<file path="config.mk">
export PLATFORM = sky130hd
export DESIGN_NAME = byte_stream_tokenizer
export DESIGN_NICKNAME = d
export VERILOG_FILES = /design/src/bst_pkg.sv /design/src/byte_stream_tokenizer.sv /design/src/bst_core.sv /design/src/bst_outq.sv
export SDC_FILE = /design/constraint.sdc
export NUM_CORES = 1
export LEC_CHECK = 0
export ABC_AREA = 1
export ABC_CLOCK_PERIOD_IN_PS = 10800
export BUFFER_PORTS_ARGS = -buffer_cell sky130_fd_sc_hd__buf_2
export CAP_MARGIN = 30
export CORE_MARGIN = 8
export CORE_UTILIZATION = 35
export CTS_CLUSTER_DIAMETER = 80
export DETAILED_ROUTE_END_ITERATION = 16
export GPL_TIMING_DRIVEN = 0
export PLACE_DENSITY = 0.48
export SLEW_MARGIN = 20
export SYNTH_ARGS = -nofsm -noshare
export SYNTH_HDL_FRONTEND = slang
export SYNTH_SLANG_ARGS = --single-unit
</file>
<file path="constraint.sdc">
create_clock -name clk -period 10.8 [get_ports clk]
set_input_delay 0.54 -clock clk [delete_from_list [all_inputs] [get_ports clk]]
set_output_delay 0.54 -clock clk [all_outputs]
set_load 0.03 [all_outputs]
</file>
<file path="src/bst_pkg.sv">
// Shared types and constants for the byte stream tokenizer.
// Used by bst_core, bst_outq and byte_stream_tokenizer; depends on nothing.
package bst_pkg;

    localparam int TEXT_BYTES_DEF    = 16384;
    localparam int KEYWORD_COUNT_DEF = 6;
    localparam int FIELD_W           = 14;
    localparam int TEXT_BYTES        = TEXT_BYTES_DEF;
    localparam int SAT_MAX_INT       = (TEXT_BYTES - 1) < 16383 ? (TEXT_BYTES - 1) : 16383;
    localparam logic [FIELD_W-1:0] SAT_MAX    = FIELD_W'(SAT_MAX_INT);
    localparam logic [FIELD_W-1:0] LIMIT_RST  = 14'd1000;

    localparam logic [1:0] MODE_IDLE   = 2'd0;
    localparam logic [1:0] MODE_WORD   = 2'd1;
    localparam logic [1:0] MODE_STRING = 2'd2;

    localparam logic [1:0] ST_TOKEN = 2'd0;
    localparam logic [1:0] ST_UNTERM = 2'd1;
    localparam logic [1:0] ST_END   = 2'd2;

    localparam logic [2:0] KIND_KEYWORD = 3'd0;
    localparam logic [2:0] KIND_IDENT   = 3'd1;
    localparam logic [2:0] KIND_NUMBER  = 3'd2;
    localparam logic [2:0] KIND_OPER    = 3'd3;
    localparam logic [2:0] KIND_DELIM   = 3'd4;
    localparam logic [2:0] KIND_STRING  = 3'd5;
    localparam logic [2:0] KIND_UNKNOWN = 3'd6;

    typedef struct packed {
        logic [1:0]         status;
        logic [2:0]         kind;
        logic [FIELD_W-1:0] start_offset;
        logic [FIELD_W-1:0] token_length;
        logic [FIELD_W-1:0] line_number;
        logic [FIELD_W-1:0] token_index;
        logic               last_of_run;
    } bst_result_t;

    function automatic logic [FIELD_W-1:0] sat_inc(input logic [FIELD_W-1:0] v);
        return (v < SAT_MAX) ? v + 1'b1 : SAT_MAX;
    endfunction

endpackage

</file>
<file path="src/byte_stream_tokenizer.sv">
// Top level of the byte stream tokenizer: input register, scanner and result queue.
// Depends on bst_pkg, bst_core and bst_outq.
//
// Text bytes enter on the ch channel (valid/ready), one item per byte; a zero byte
// ends the run. Tokens leave on the result channel as status, kind, start_offset,
// token_length, line_number, token_index and last_of_run; every byte that causes
// results marks its final one with last_of_run. A byte causes zero, one or two
// result items, and each run closes with an end-of-text item.
// The token limit is written on the cfg channel (always ready); the user must write it
// only while the block is idle, which the block itself does not enforce; it resets to 1000.
// A byte is held in the input register and scanned once the result queue has room;
// its result items are written into the queue and offered from there. One byte is
// taken every cycle while the result queue has room for two items; bytes that give two
// items are given out one at a time, which the four-entry queue absorbs.
// When the receiver stalls, the queue fills and ready drops; nothing is lost.
// Reset empties the queue and puts the scanner at the start of a run on line 1.
module byte_stream_tokenizer #(
    parameter int KEYWORD_COUNT = bst_pkg::KEYWORD_COUNT_DEF
) (
    input  logic                         clk,
    input  logic                         rst_n,
    input  logic                         cfg_valid,
    output logic                         cfg_ready,
    input  logic [bst_pkg::FIELD_W-1:0]  cfg_data,
    input  logic                         in_valid,
    output logic                         in_ready,
    input  logic [7:0]                   ch,
    output logic                         out_valid,
    input  logic                         out_ready,
    output logic [1:0]                   status,
    output logic [2:0]                   kind,
    output logic [bst_pkg::FIELD_W-1:0]  start_offset,
    output logic [bst_pkg::FIELD_W-1:0]  token_length,
    output logic [bst_pkg::FIELD_W-1:0]  line_number,
    output logic [bst_pkg::FIELD_W-1:0]  token_index,
    output logic                         last_of_run
);
    import bst_pkg::*;

    logic [FIELD_W-1:0] limit_reg;
    logic               hold_reg, hold_next;
    logic [7:0]         ch_reg;
    logic               go;
    logic               room;
    logic               accept;
    bst_result_t        res0, res1, head;
    logic [1:0]         res_count;

    assign cfg_ready = 1'b1;
    assign go        = hold_reg && room;
    assign in_ready  = !hold_reg || go;
    assign accept    = in_valid && in_ready;
    assign hold_next = accept ? 1'b1 : (go ? 1'b0 : hold_reg);

    always_ff @(posedge clk or negedge rst_n)
    begin
        if (!rst_n)
        begin
            limit_reg <= LIMIT_RST;
            hold_reg  <= 1'b0;
        end
        else
        begin
            hold_reg <= hold_next;
            if (cfg_valid)
            begin
                limit_reg <= cfg_data;
            end
        end
    end

    always_ff @(posedge clk)
    begin
        if (accept)
        begin
            ch_reg <= ch;
        end
    end

    bst_core #(
        .KEYWORD_COUNT(KEYWORD_COUNT)
    ) u_core (
        .clk        (clk),
        .rst_n      (rst_n),
        .go         (go),
        .ch         (ch_reg),
        .token_limit(limit_reg),
        .res0       (res0),
        .res1       (res1),
        .res_count  (res_count)
    );

    bst_outq u_outq (
        .clk       (clk),
        .rst_n     (rst_n),
        .push_count(res_count),
        .push0     (res0),
        .push1     (res1),
        .pop       (out_valid && out_ready),
        .room      (room),
        .not_empty (out_valid),
        .head      (head)
    );

    assign status       = head.status;
    assign kind         = head.kind;
    assign start_offset = head.start_offset;
    assign token_length = head.token_length;
    assign line_number  = head.line_number;
    assign token_index  = head.token_index;
    assign last_of_run  = head.last_of_run;

endmodule

</file>
<file path="src/bst_core.sv">
// Per-byte scanner: holds the scan state and forms up to two result items per byte.
// Depends on bst_pkg.
module bst_core #(
    parameter int KEYWORD_COUNT = bst_pkg::KEYWORD_COUNT_DEF
) (
    input  logic                         clk,
    input  logic                         rst_n,
    input  logic                         go,
    input  logic [7:0]                   ch,
    input  logic [bst_pkg::FIELD_W-1:0]  token_limit,
    output bst_pkg::bst_result_t         res0,
    output bst_pkg::bst_result_t         res1,
    output logic [1:0]                   res_count
);
    import bst_pkg::*;

    localparam int KW_CHARS = 10;

    localparam logic [7:0] CH_NUL   = 8'h00;
    localparam logic [7:0] CH_NL    = 8'h0A;
    localparam logic [7:0] CH_QUOTE = 8'h22;
    localparam logic [7:0] CH_US    = 8'h5F;

    function automatic logic [3:0] kw_len(input logic [3:0] slot);
        case (slot)
            4'd0: return 4'd3;
            4'd1: return 4'd7;
            4'd2: return 4'd5;
            4'd3: return 4'd9;
            4'd4: return 4'd6;
            4'd5: return 4'd5;
            default: return 4'd0;
        endcase
    endfunction

    function automatic logic [7:0] kw_char(input logic [3:0] slot, input logic [3:0] pos);
        logic [8*KW_CHARS-1:0] w;
        case (slot)
            4'd0: w = {"put", 56'd0};
            4'd1: w = {"display", 24'd0};
            4'd2: w = {"check", 40'd0};
            4'd3: w = {"otherwise", 8'd0};
            4'd4: w = {"repeat", 32'd0};
            4'd5: w = {"range", 40'd0};
            default: w = '0;
        endcase
        return w[8*(KW_CHARS-1-int'(pos)) +: 8];
    endfunction

    function automatic logic is_space(input logic [7:0] c);
        return c == 8'd32 || (c >= 8'd9 && c <= 8'd13);
    endfunction

    function automatic logic is_alpha(input logic [7:0] c);
        return (c >= "a" && c <= "z") || (c >= "A" && c <= "Z");
    endfunction

    function automatic logic is_digit(input logic [7:0] c);
        return c >= "0" && c <= "9";
    endfunction

    function automatic logic is_oper(input logic [7:0] c);
        return c == "+" || c == "-" || c == "*" || c == "/" || c == "%" ||
               c == "=" || c == ">";
    endfunction

    function automatic logic is_delim(input logic [7:0] c);
        return c == "<" || c == "(" || c == ")" || c == "{" || c == "}" || c == ";";
    endfunction

    logic [1:0]               mode_reg, mode_next;
    logic [FIELD_W-1:0]       line_reg, line_next;
    logic [FIELD_W-1:0]       offset_reg, offset_next;
    logic [FIELD_W-1:0]       count_reg, count_next;
    logic [FIELD_W-1:0]       wstart_reg, wstart_next;
    logic [FIELD_W-1:0]       wlen_reg, wlen_next;
    logic [KEYWORD_COUNT-1:0] alive_reg, alive_next;
    logic                     ident_reg, ident_next;
    logic                     digits_reg, digits_next;

    logic                     term;
    logic                     new_word;
    logic [KEYWORD_COUNT-1:0] base_alive, wb_alive, kw_end;
    logic [FIELD_W-1:0]       base_len;
    logic                     base_ident, wb_ident, wb_digits;
    logic [3:0]               pos;
    logic [2:0]               word_kind;

    // Keyword and type flags for a byte in a word, and the kind of the open word.
    always_comb
    begin
        term       = is_space(ch) || is_oper(ch) || is_delim(ch);
        new_word   = (mode_reg != MODE_WORD) || term;
        base_alive = new_word ? '1 : alive_reg;
        base_len   = new_word ? '0 : wlen_reg;
        base_ident = new_word ? 1'b1 : ident_reg;
        pos        = (base_len < FIELD_W'(KW_CHARS)) ? base_len[3:0] : 4'd0;
        for (int i = 0; i < KEYWORD_COUNT; i++)
        begin
            wb_alive[i] = base_alive[i] && (base_len < {10'd0, kw_len(4'(i))}) &&
                          (kw_char(4'(i), pos) == ch);
            kw_end[i]   = alive_reg[i] && (wlen_reg == {10'd0, kw_len(4'(i))});
        end
        if (base_len == '0)
        begin
            wb_ident = is_alpha(ch) || ch == CH_US;
        end
        else
        begin
            wb_ident = base_ident && (is_alpha(ch) || is_digit(ch) || ch == CH_US);
        end
        wb_digits = (new_word ? 1'b1 : digits_reg) && is_digit(ch);

        if (|kw_end)
        begin
            word_kind = KIND_KEYWORD;
        end
        else if (ident_reg)
        begin
            word_kind = KIND_IDENT;
        end
        else if (digits_reg)
        begin
            word_kind = KIND_NUMBER;
        end
        else
        begin
            word_kind = KIND_UNKNOWN;
        end
    end

    bst_result_t res [2];
    logic [1:0]  n;
    logic        handled;
    logic [FIELD_W-1:0] cnt_after;

    always_comb
    begin
        mode_next   = mode_reg;
        line_next   = line_reg;
        offset_next = offset_reg;
        count_next  = count_reg;
        wstart_next = wstart_reg;
        wlen_next   = wlen_reg;
        alive_next  = alive_reg;
        ident_next  = ident_reg;
        digits_next = digits_reg;
        handled     = 1'b0;
        cnt_after   = count_reg;
        n           = 2'd0;
        for (int k = 0; k < 2; k++)
        begin
            res[k].status       = ST_TOKEN;
            res[k].kind         = KIND_KEYWORD;
            res[k].start_offset = '0;
            res[k].token_length = '0;
            res[k].line_number  = line_reg;
            res[k].token_index  = '0;
            res[k].last_of_run  = 1'b0;
        end

        if (ch == CH_NUL)
        begin
            if (mode_reg == MODE_WORD)
            begin
                res[0].kind         = word_kind;
                res[0].start_offset = wstart_reg;
                res[0].token_length = wlen_reg;
                res[0].token_index  = count_reg;
                cnt_after           = sat_inc(count_reg);
                n                   = 2'd1;
            end
            else if (mode_reg == MODE_STRING)
            begin
                res[0].status       = ST_UNTERM;
                res[0].kind         = KIND_STRING;
                res[0].start_offset = wstart_reg;
                res[0].token_length = wlen_reg;
                res[0].token_index  = count_reg;
                n                   = 2'd1;
            end
            res[n[0]].status       = ST_END;
            res[n[0]].kind         = KIND_KEYWORD;
            res[n[0]].start_offset = offset_reg;
            res[n[0]].token_length = '0;
            res[n[0]].token_index  = cnt_after;
            n           = n + 2'd1;
            mode_next   = MODE_IDLE;
            line_next   = 14'd1;
            offset_next = '0;
            count_next  = '0;
        end
        else
        begin
            if (mode_reg == MODE_STRING)
            begin
                if (ch == CH_QUOTE)
                begin
                    res[0].kind         = KIND_STRING;
                    res[0].start_offset = wstart_reg;
                    res[0].token_length = wlen_reg;
                    res[0].token_index  = count_reg;
                    cnt_after           = sat_inc(count_reg);
                    n                   = 2'd1;
                    mode_next           = MODE_IDLE;
                end
                else
                begin
                    wlen_next = sat_inc(wlen_reg);
                end
            end
            else
            begin
                if (mode_reg == MODE_WORD)
                begin
                    if (term)
                    begin
                        res[0].kind         = word_kind;
                        res[0].start_offset = wstart_reg;
                        res[0].token_length = wlen_reg;
                        res[0].token_index  = count_reg;
                        cnt_after           = sat_inc(count_reg);
                        n                   = 2'd1;
                        mode_next           = MODE_IDLE;
                    end
                    else
                    begin
                        alive_next  = wb_alive;
                        ident_next  = wb_ident;
                        digits_next = wb_digits;
                        wlen_next   = sat_inc(wlen_reg);
                        handled     = 1'b1;
                    end
                end
                if (!handled && cnt_after < token_limit)
                begin
                    if (ch == CH_NL)
                    begin
                        line_next = sat_inc(line_reg);
                    end
                    else if (is_space(ch))
                    begin
                        line_next = line_reg;
                    end
                    else if (ch == CH_QUOTE)
                    begin
                        mode_next   = MODE_STRING;
                        wstart_next = sat_inc(offset_reg);
                        wlen_next   = '0;
                    end
                    else if (is_oper(ch) || is_delim(ch))
                    begin
                        res[n[0]].kind         = is_oper(ch) ? KIND_OPER : KIND_DELIM;
                        res[n[0]].start_offset = offset_reg;
                        res[n[0]].token_length = 14'd1;
                        res[n[0]].token_index  = cnt_after;
                        cnt_after              = sat_inc(cnt_after);
                        n                      = n + 2'd1;
                    end
                    else
                    begin
                        mode_next   = MODE_WORD;
                        wstart_next = offset_reg;
                        alive_next  = wb_alive;
                        ident_next  = wb_ident;
                        digits_next = wb_digits;
                        wlen_next   = 14'd1;
                    end
                end
            end
            count_next  = cnt_after;
            offset_next = sat_inc(offset_reg);
        end

        if (n == 2'd1)
        begin
            res[0].last_of_run = 1'b1;
        end
        else if (n == 2'd2)
        begin
            res[1].last_of_run = 1'b1;
        end
    end

    assign res0      = res[0];
    assign res1      = res[1];
    assign res_count = go ? n : 2'd0;

    always_ff @(posedge clk or negedge rst_n)
    begin
        if (!rst_n)
        begin
            mode_reg   <= MODE_IDLE;
            line_reg   <= 14'd1;
            offset_reg <= '0;
            count_reg  <= '0;
            wstart_reg <= '0;
            wlen_reg   <= '0;
            alive_reg  <= '1;
            ident_reg  <= 1'b1;
            digits_reg <= 1'b1;
        end
        else if (go)
        begin
            mode_reg   <= mode_next;
            line_reg   <= line_next;
            offset_reg <= offset_next;
            count_reg  <= count_next;
            wstart_reg <= wstart_next;
            wlen_reg   <= wlen_next;
            alive_reg  <= alive_next;
            ident_reg  <= ident_next;
            digits_reg <= digits_next;
        end
    end

endmodule

</file>
<file path="src/bst_outq.sv">
// Four-entry result queue: takes up to two result items a cycle, gives out one.
// Depends on bst_pkg.
module bst_outq (
    input  logic                 clk,
    input  logic                 rst_n,
    input  logic [1:0]           push_count,
    input  bst_pkg::bst_result_t push0,
    input  bst_pkg::bst_result_t push1,
    input  logic                 pop,
    output logic                 room,
    output logic                 not_empty,
    output bst_pkg::bst_result_t head
);
    import bst_pkg::*;

    bst_result_t entry_reg [4];
    logic [1:0]  wr_reg, wr_next;
    logic [1:0]  rd_reg, rd_next;
    logic [2:0]  fill_reg, fill_next;

    assign room      = fill_reg <= 3'd2;
    assign not_empty = fill_reg != 3'd0;
    assign head      = entry_reg[rd_reg];

    always_comb
    begin
        wr_next   = wr_reg + push_count;
        rd_next   = rd_reg + {1'b0, pop};
        fill_next = fill_reg + {1'b0, push_count} - {2'b00, pop};
    end

    always_ff @(posedge clk)
    begin
        if (push_count != 2'd0)
        begin
            entry_reg[wr_reg] <= push0;
        end
        if (push_count == 2'd2)
        begin
            entry_reg[wr_reg + 2'd1] <= push1;
        end
    end

    always_ff @(posedge clk or negedge rst_n)
    begin
        if (!rst_n)
        begin
            wr_reg   <= '0;
            rd_reg   <= '0;
            fill_reg <= '0;
        end
        else
        begin
            wr_reg   <= wr_next;
            rd_reg   <= rd_next;
            fill_reg <= fill_next;
        end
    end

endmodule
</file>
==> results of run 1 <==
-- placed cells by master (no fill, tap or decap), types with 6 or more instances in the layout --
| master | n |
|---|---|
| sky130_fd_sc_hd__clkinv_1 | 16 |
| sky130_fd_sc_hd__nand4_1 | 165 |
| sky130_fd_sc_hd__nor2_1 | 307 |
| sky130_fd_sc_hd__nor2_2 | 9 |
| sky130_fd_sc_hd__buf_4 | 24 |
| sky130_fd_sc_hd__nand2_2 | 10 |
| sky130_fd_sc_hd__nand3_1 | 168 |
| sky130_fd_sc_hd__a22oi_1 | 6 |
| sky130_fd_sc_hd__a21oi_1 | 58 |
| sky130_fd_sc_hd__o221ai_1 | 12 |
| sky130_fd_sc_hd__nor3_1 | 42 |
| sky130_fd_sc_hd__buf_6 | 9 |
| sky130_fd_sc_hd__dfstp_2 | 15 |
| sky130_fd_sc_hd__o22ai_1 | 99 |
| sky130_fd_sc_hd__clkbuf_1 | 133 |
| sky130_fd_sc_hd__buf_2 | 119 |
| sky130_fd_sc_hd__clkbuf_16 | 45 |
| sky130_fd_sc_hd__a31oi_1 | 10 |
| sky130_fd_sc_hd__inv_1 | 238 |
| sky130_fd_sc_hd__o21ai_0 | 287 |
| sky130_fd_sc_hd__edfxtp_1 | 256 |
| sky130_fd_sc_hd__ha_1 | 30 |
| sky130_fd_sc_hd__dfrtp_1 | 87 |
| sky130_fd_sc_hd__o211ai_1 | 10 |
| sky130_fd_sc_hd__nand2_1 | 830 |
| sky130_fd_sc_hd__nand3_2 | 7 |
| sky130_fd_sc_hd__xor2_1 | 31 |
| sky130_fd_sc_hd__inv_2 | 13 |
-- kinds of logic after synthesis --
logic type	Yosys count	share of synthesized area [%]
compound gates	507	12.64
xor+xnor	35	1.371
fa+ha+maj	31	1.768
buf+inv	447	8.290
flops	358	45.87
mux	1	0.05034
other cells	1	0.01677
simple gates	1559	30.00
-- stage by stage --
stage	instances	cell area (sq um)	hold WS [ns]
CTS	3965	25600	0.09929
global route	3969	25630	0.1083
detailed placement	3880	24050	0.4811
floorplan	2939	22370	0.2444
global placement	3874	23870	0.4711
finish	3969	25630	0.1335
-- what timing repair did --
action / in CTS / in global routing
hold buffers: 1 / 0
endpoints found under the setup margin: 0 / 0
endpoints found under the hold margin: 49 / 0
-- metal layers --
layer	track usage, %	share of wire (%)	vias up
met5	0	0.014	-
met4	8.407	3.0	2
met3	4.613	8.1	162
met2	39.65	45	932
met1	35.08	44	10566
li1	-	-	10310
-- path summary, 6_finish.rpt --
check                                               end
min in group asynchronous                  limit_reg[4]
worst min register to register      u_core.alive_reg[1]
worst max-delay path            u_outq.entry_reg[1][37]
max in group asynchronous           u_core.alive_reg[3]
worst min-delay path                          ch_reg[0]
worst max register to register  u_outq.entry_reg[1][37]
-- final cells by class --
class	instances	area share [%]
Buffer	185	3.397
Clock buffer	63	4.852
Clock inverter	21	1.186
Inverter	262	3.836
Multi-Input combinational cell	2134	40.13
Sequential cell	358	40.02
Tap cell	846	4.129
Timing Repair Buffer	100	2.450
-- where the power goes --
part           internal (mW)  total, mW  switching (mW)
Clock                  0.936       1.58           0.640
Sequential              1.67       1.77           0.100
Combinational          0.925       3.83            2.90
Total                   3.53       7.18            3.64
==> qor.txt, run 1 <==
LAYOUT
----------------------------------------------------------------------------------------
Nets ......................................................................        3,144
Layout overhead on the synthesized area ...................................       14.61%
Area taken by flip-flops and latches ...................................... 10,260 sq um
Max reg flops .............................................................          248
Final design utilization ..................................................       40.64%
Count of fill cells added during filler insertion .........................        6,645
Layout cells sized above 1 ................................................       9.478%
Number of inserted diodes .................................................            0
Area of the multi-input gates ............................................. 10,290 sq um

YOSYS
----------------------------------------------------------------------------------------
Net count after synthesis .................................................        2,997
Top cell type's share of synthesized area .................................       34.37%
Fraction of the yosys area taken by sequential cells ......................       45.87%
#FFs+latches synth ........................................................          358
Leading area contributor after synthesis .................................. sky130_fd_sc_hd__edfxtp_1
Number of flops mapped to enable cells by yosys ...........................          256
Synth cell types ..........................................................           52
Most area-consuming cells after synthesis ................................. sky130_fd_sc_hd__edfxtp_1, sky130_fd_sc_hd__nand2_1, sky130_fd_sc_hd__dfrtp_1
Most frequently used cell type in the post-synthesis netlist .............. sky130_fd_sc_hd__nand2_1
Synthesized area divided by synthesized cell count ........................  7.610 sq um
Combined area of all synthesized cells .................................... 22,370 sq um
Count of yosys warnings during synthesis ..................................            0
Cell count after synthesis ................................................        2,939
Most used flip-flop cell after synthesis .................................. sky130_fd_sc_hd__edfxtp_1
Proportion of synthesized flip-flops having asynchronous set or reset .....       28.49%
Most common library cells after synthesis ................................. sky130_fd_sc_hd__nand2_1, sky130_fd_sc_hd__nor2_1, sky130_fd_sc_hd__o21ai_0, sky130_fd_sc_hd__edfxtp_1, sky130_fd_sc_hd__inv_1

STA
----------------------------------------------------------------------------------------
Final critical-path share of the clock period .............................       60.17%
# setup viols final .......................................................            0
Slew at the pin with the worst max-slew slack .............................     1.097 ns
Maximum frequency from static timing analysis .............................    153.9 MHz
Final TNS setup ...........................................................         0 ns
Worst Slack Setup Final ...................................................     4.302 ns
Fin Clk Skew ..............................................................   0.04286 ns
Time the worst path needs with I/O delays and setup .......................     6.498 ns
Unrepaired setup endpoints after global routing ...........................        false
Rel. slew slack ...........................................................       26.84%
Number of max-slew violations in the final report .........................            0
Final hold violations .....................................................            0

GLOBAL ROUTE
----------------------------------------------------------------------------------------
Wire length of the first global-routing pass ..............................     137.9 mm
Largest net degree at the start of global routing .........................           54
Via count of the first global-routing pass ................................       20,975
Initial antenna violation count ...........................................            1
Overflow after GRT ........................................................            0
Total Routing Usage GR ....................................................       25.29%

FLOW RUN
----------------------------------------------------------------------------------------
Number of violations of the max-capacitance limit .........................            0

FLOORPLAN
----------------------------------------------------------------------------------------
Die width .................................................................     268.8 um
Core area ................................................................. 63,080 sq um
# rows ....................................................................           92
Die Area .................................................................. 72,250 sq um
Initial core utilization ..................................................       35.46%
Top-level port count ......................................................           92
Vertical extent of the die ................................................     268.8 um

PLACE
----------------------------------------------------------------------------------------
Placer's final routability congestion estimate ............................       0.9552
Quantity of I/O buffers inserted on ports .................................           89
Detailed-placement wirelength estimate ....................................     67.40 mm
Setup slack at placement ..................................................     4.393 ns

WORST SETUP PATH
----------------------------------------------------------------------------------------
Path depth of the worst reg2reg path ......................................           26
Data arrival time of the critical path ....................................      6.79 ns
Setup slack on the worst flop-to-flop path ................................      4.30 ns
CP Data Required Time .....................................................     11.10 ns
Worst reg2reg startpoint .................................................. u_core.count_reg[0]
CP max stage cell ......................................................... sky130_fd_sc_hd__dfrtp_1
Critical path startpoint category .........................................         flop
Endpoint type of the worst setup path .....................................         flop
Critical setup path kind ..................................................   reg -> reg
Max FO, Critical Path .....................................................           32
Cell count along the critical path ........................................           26
Most common cell on crit path ............................................. sky130_fd_sc_hd__nand2_1
CP delay by family, top ................................................... simple AND/OR/NAND/NOR gates
Worst path max stage delay ................................................      0.59 ns
Worst setup startpoint .................................................... u_core.count_reg[0]
Critical path buffers and inverters .......................................            7

DRT
----------------------------------------------------------------------------------------
Drt drc ...................................................................            0
Vias per std cell .........................................................        5.536
Number of search-and-repair iterations in the first detailed-routing pass .            6
Routed via count ..........................................................       21,972
Remaining antenna violation count after routing ...........................            0
Iter 0 DRT Violations .....................................................        2,790
Detailed-route wire length per cell .......................................     23.38 um
Final wirelength ..........................................................     92.78 mm

CLOCK TREE
----------------------------------------------------------------------------------------
Setup fix buffers added after clock tree synthesis ........................            0
Number of H-tree levels ...................................................            2
Sink Count ................................................................          358
Count of cells resized by post-cts repair .................................            0
Root Buffer Master ........................................................ sky130_fd_sc_hd__clkbuf_16
Clock tree from TritonCTS .................................................          yes
Clock-pin slew on the worst setup and hold paths ..........................      0.06 ns
Clock Path Buffers ........................................................            3
Skew-Pair Late Insertion Delay ............................................      0.61 ns
Clock buffers created by TritonCTS ........................................           45

RUN STATUS
----------------------------------------------------------------------------------------
Result of the run ......................................................... complete, no violations

PWR
----------------------------------------------------------------------------------------
Lkg Pwr ...................................................................     11.13 nW
Worst vdd rail ir drop ....................................................     198.0 uV
Power, Total ..............................................................     7.176 mW
Total power divided by cell area .......................................... 279.9 nW/um^2

HOLD PATH
----------------------------------------------------------------------------------------
Hold path start ...........................................................        ch[0]
Hold Crit Class ...........................................................    in -> reg
Cell count of the worst hold path .........................................            1

Power figures use the tool's default switching activity.
==> run 2: changes to the inputs <==
Settings changed: ABC_CLOCK_PERIOD_IN_PS 10800 to 5210, PLACE_DENSITY 0.48 to 0.5.
Clock period 10.8 ns to 5.21 ns, I/O delays scaled along.
==> run 2 against run 1 <==
Against the previous run: core utilization grew 0.83 points; global-route usage shrank 0.56 points; sequential power grew 110%; first-iteration DRC count shrank 0.93%; register-to-register slack lost 4.2 ns; clock skew shrank 0.016 ns; largest cell class unchanged; highest routed layer is now met4.
==> qor.txt, run 2 (synthesis results as in run 1) <==
WORST SETUP PATH
----------------------------------------------------------------------------------------
CP max stage cell ......................................................... sky130_fd_sc_hd__fa_1
Cell count along the critical path ........................................           26
CP Data Required Time .....................................................      5.68 ns
Path depth of the worst reg2reg path ......................................           26
Critical path startpoint category .........................................         flop
Endpoint type of the worst setup path .....................................         flop
Critical setup path kind ..................................................   reg -> reg
Worst setup path endpoint ................................................. u_outq.fill_reg[2]
Critical path buffers and inverters .......................................            6
Worst setup startpoint .................................................... u_core.count_reg[0]
Max FO, Critical Path .....................................................           10
Worst path max stage delay ................................................      0.47 ns
Worst flop-to-flop path endpoint .......................................... u_outq.fill_reg[2]
Setup slack on the worst flop-to-flop path ................................      0.15 ns
Worst reg2reg startpoint .................................................. u_core.count_reg[0]
Data arrival time of the critical path ....................................      5.54 ns
CP delay by family, top ................................................... simple AND/OR/NAND/NOR gates

CLOCK TREE
----------------------------------------------------------------------------------------
Number of H-tree levels ...................................................            2
Clock tree from TritonCTS .................................................          yes
Root Buffer Master ........................................................ sky130_fd_sc_hd__clkbuf_16
Clock-pin slew on the worst setup and hold paths ..........................      0.06 ns
Skew-Pair Late Insertion Delay ............................................      0.59 ns
Clock buffers created by TritonCTS ........................................           44
Clock Path Buffers ........................................................            3
Sink Count ................................................................          358

HOLD PATH
----------------------------------------------------------------------------------------
Hold Crit Class ...........................................................    in -> reg

GLOBAL ROUTE
----------------------------------------------------------------------------------------
Total Routing Usage GR ....................................................       24.73%
Initial antenna violation count ...........................................            0
Via count of the first global-routing pass ................................       20,692
Largest net degree at the start of global routing .........................           53
Wire length of the first global-routing pass ..............................     135.3 mm
Overflow after GRT ........................................................            0

LAYOUT
----------------------------------------------------------------------------------------
Number of inserted diodes .................................................            0
Layout overhead on the synthesized area ...................................       16.94%
Max reg flops .............................................................          248
Filler-free cell count of the finished design .............................        4,011
Layout cells sized above 1 ................................................       10.81%
Area of the multi-input gates ............................................. 10,480 sq um
Final design utilization ..................................................       41.46%
Nets ......................................................................        3,188
Count of fill cells added during filler insertion .........................        6,572
Area taken by flip-flops and latches ...................................... 10,260 sq um
Cell area after layout .................................................... 26,160 sq um
Top library cells by usage in the layout, fill and taps aside ............. sky130_fd_sc_hd__nand2_1, sky130_fd_sc_hd__nor2_1, sky130_fd_sc_hd__o21ai_0
Most common library cell in the layout ignoring fill and taps ............. sky130_fd_sc_hd__nand2_1

PLACE
----------------------------------------------------------------------------------------
Number of cells after detailed placement ..................................        3,881
Detailed-placement wirelength estimate ....................................     66.22 mm
Quantity of I/O buffers inserted on ports .................................           89
Placer's final routability congestion estimate ............................       0.9598
Cell Area, Placed ......................................................... 24,050 sq um

STA
----------------------------------------------------------------------------------------
Final hold violations .....................................................            0
Number of max-slew violations in the final report .........................            0
Fin Clk Skew ..............................................................   0.02672 ns
Rel. slew slack ...........................................................       23.71%
Unrepaired setup endpoints after global routing ...........................         true
Time the worst path needs with I/O delays and setup .......................     5.065 ns
# setup viols final .......................................................            0
Final critical-path share of the clock period .............................       97.22%
Maximum frequency from static timing analysis .............................    197.4 MHz
Slew at the pin with the worst max-slew slack .............................     1.139 ns
Final TNS setup ...........................................................         0 ns

FLOORPLAN
----------------------------------------------------------------------------------------
Core area ................................................................. 63,080 sq um
Vertical extent of the die ................................................     268.8 um
Die Area .................................................................. 72,250 sq um
Top-level port count ......................................................           92
Initial core utilization ..................................................       35.46%
Die width .................................................................     268.8 um
# rows ....................................................................           92

DRT
----------------------------------------------------------------------------------------
Met1 Wirelength ...........................................................     40.44 mm
Vias per std cell .........................................................        5.569
Detailed-route wire length per cell .......................................     23.12 um
Iter 0 DRT Violations .....................................................        2,764
Drt drc ...................................................................            0
Detail Route met2 WL ......................................................     42.23 mm
Routed via count ..........................................................       22,339
Final wirelength ..........................................................     92.72 mm
Remaining antenna violation count after routing ...........................            0
Met3 routed wirelength ....................................................     6.932 mm
Number of search-and-repair iterations in the first detailed-routing pass .            8
Top layer used by detailed routing ........................................         met4

PWR
----------------------------------------------------------------------------------------
Net switching component of the power ......................................     7.509 mW
Clock group share of total power ..........................................        20.3%
Lkg Pwr ...................................................................     11.34 nW
Fraction of power spent switching nets ....................................       51.17%
Total power divided by cell area .......................................... 561.1 nW/um^2
Internal power component ..................................................     7.167 mW
Share of power burned in registers ........................................        25.1%
Worst vdd rail ir drop ....................................................     293.0 uV
Combinational share of power ..............................................        54.7%

RUN STATUS
----------------------------------------------------------------------------------------
Result of the run ......................................................... complete, no violations

FLOW RUN
----------------------------------------------------------------------------------------
Number of violations of the max-capacitance limit .........................            0

## run 2: repair_timing
item | CTS | global route
hold endpoints to repair | 70 | 0
gates resized for setup | 26 | 37
hold buffers | 24 | 0
setup buffers | 12 | 6
cloned | 4 | 4
setup endpoints to repair | 475 | 326
pin swaps | 6 | 4
## run 2: routing by layer
layer / track usage (%) / up-vias
li1: - / 10398
met5: 0 / -
met3: 3.364 / 153
met4: 8.247 / 0
met2: 39.70 / 1016
met1: 34.23 / 10772
## run 2: how the worst min path moves through the flow
stage | startpoint | end | slack (ns) | cells past startpoint
after floorplan | rst_n | hold_reg | -0.04 | 0
after global placement | ch[2] | ch_reg[2] | 0.44 | 1
after detailed placement | rst_n | limit_reg[13] | 0.29 | 1
after CTS | cfg_valid | limit_reg[11] | 0.04 | 2
after global routing | cfg_valid | limit_reg[11] | 0.10 | 2
final | cfg_valid | limit_reg[8] | 0.07 | 2
## run 2: layout make-up
type	count	area share [%]
Buffer	184	3.416
Tap cell	846	4.047
Sequential cell	358	39.23
Inverter	262	3.808
Clock buffer	65	4.626
Clock inverter	16	0.6602
Timing Repair Buffer	142	4.148
Multi-Input combinational cell	2138	40.06
## run 2: per-stage QoR
stage,setup slack [ns],power (mW),hold slack [ns]
after floorplan,0.4448,8.670,-0.03509
after global placement,-1.884,11.36,0.4366
after detailed placement,-1.089,11.43,0.2888
after CTS,0.001323,14.53,0.04041
after global routing,-0.1320,15.49,0.1029
final,0.1450,14.68,0.06722
## run 2: power groups by stage
stage / logic [mW] / registers (mW) / clock network, mW
final: 8.02 / 3.68 / 2.98
after global routing: 8.65 / 3.71 / 3.13
after CTS: 7.83 / 3.67 / 3.03
after detailed placement: 7.71 / 3.72 / 0
after global placement: 7.62 / 3.73 / 0
after floorplan: 5.01 / 3.66 / 0
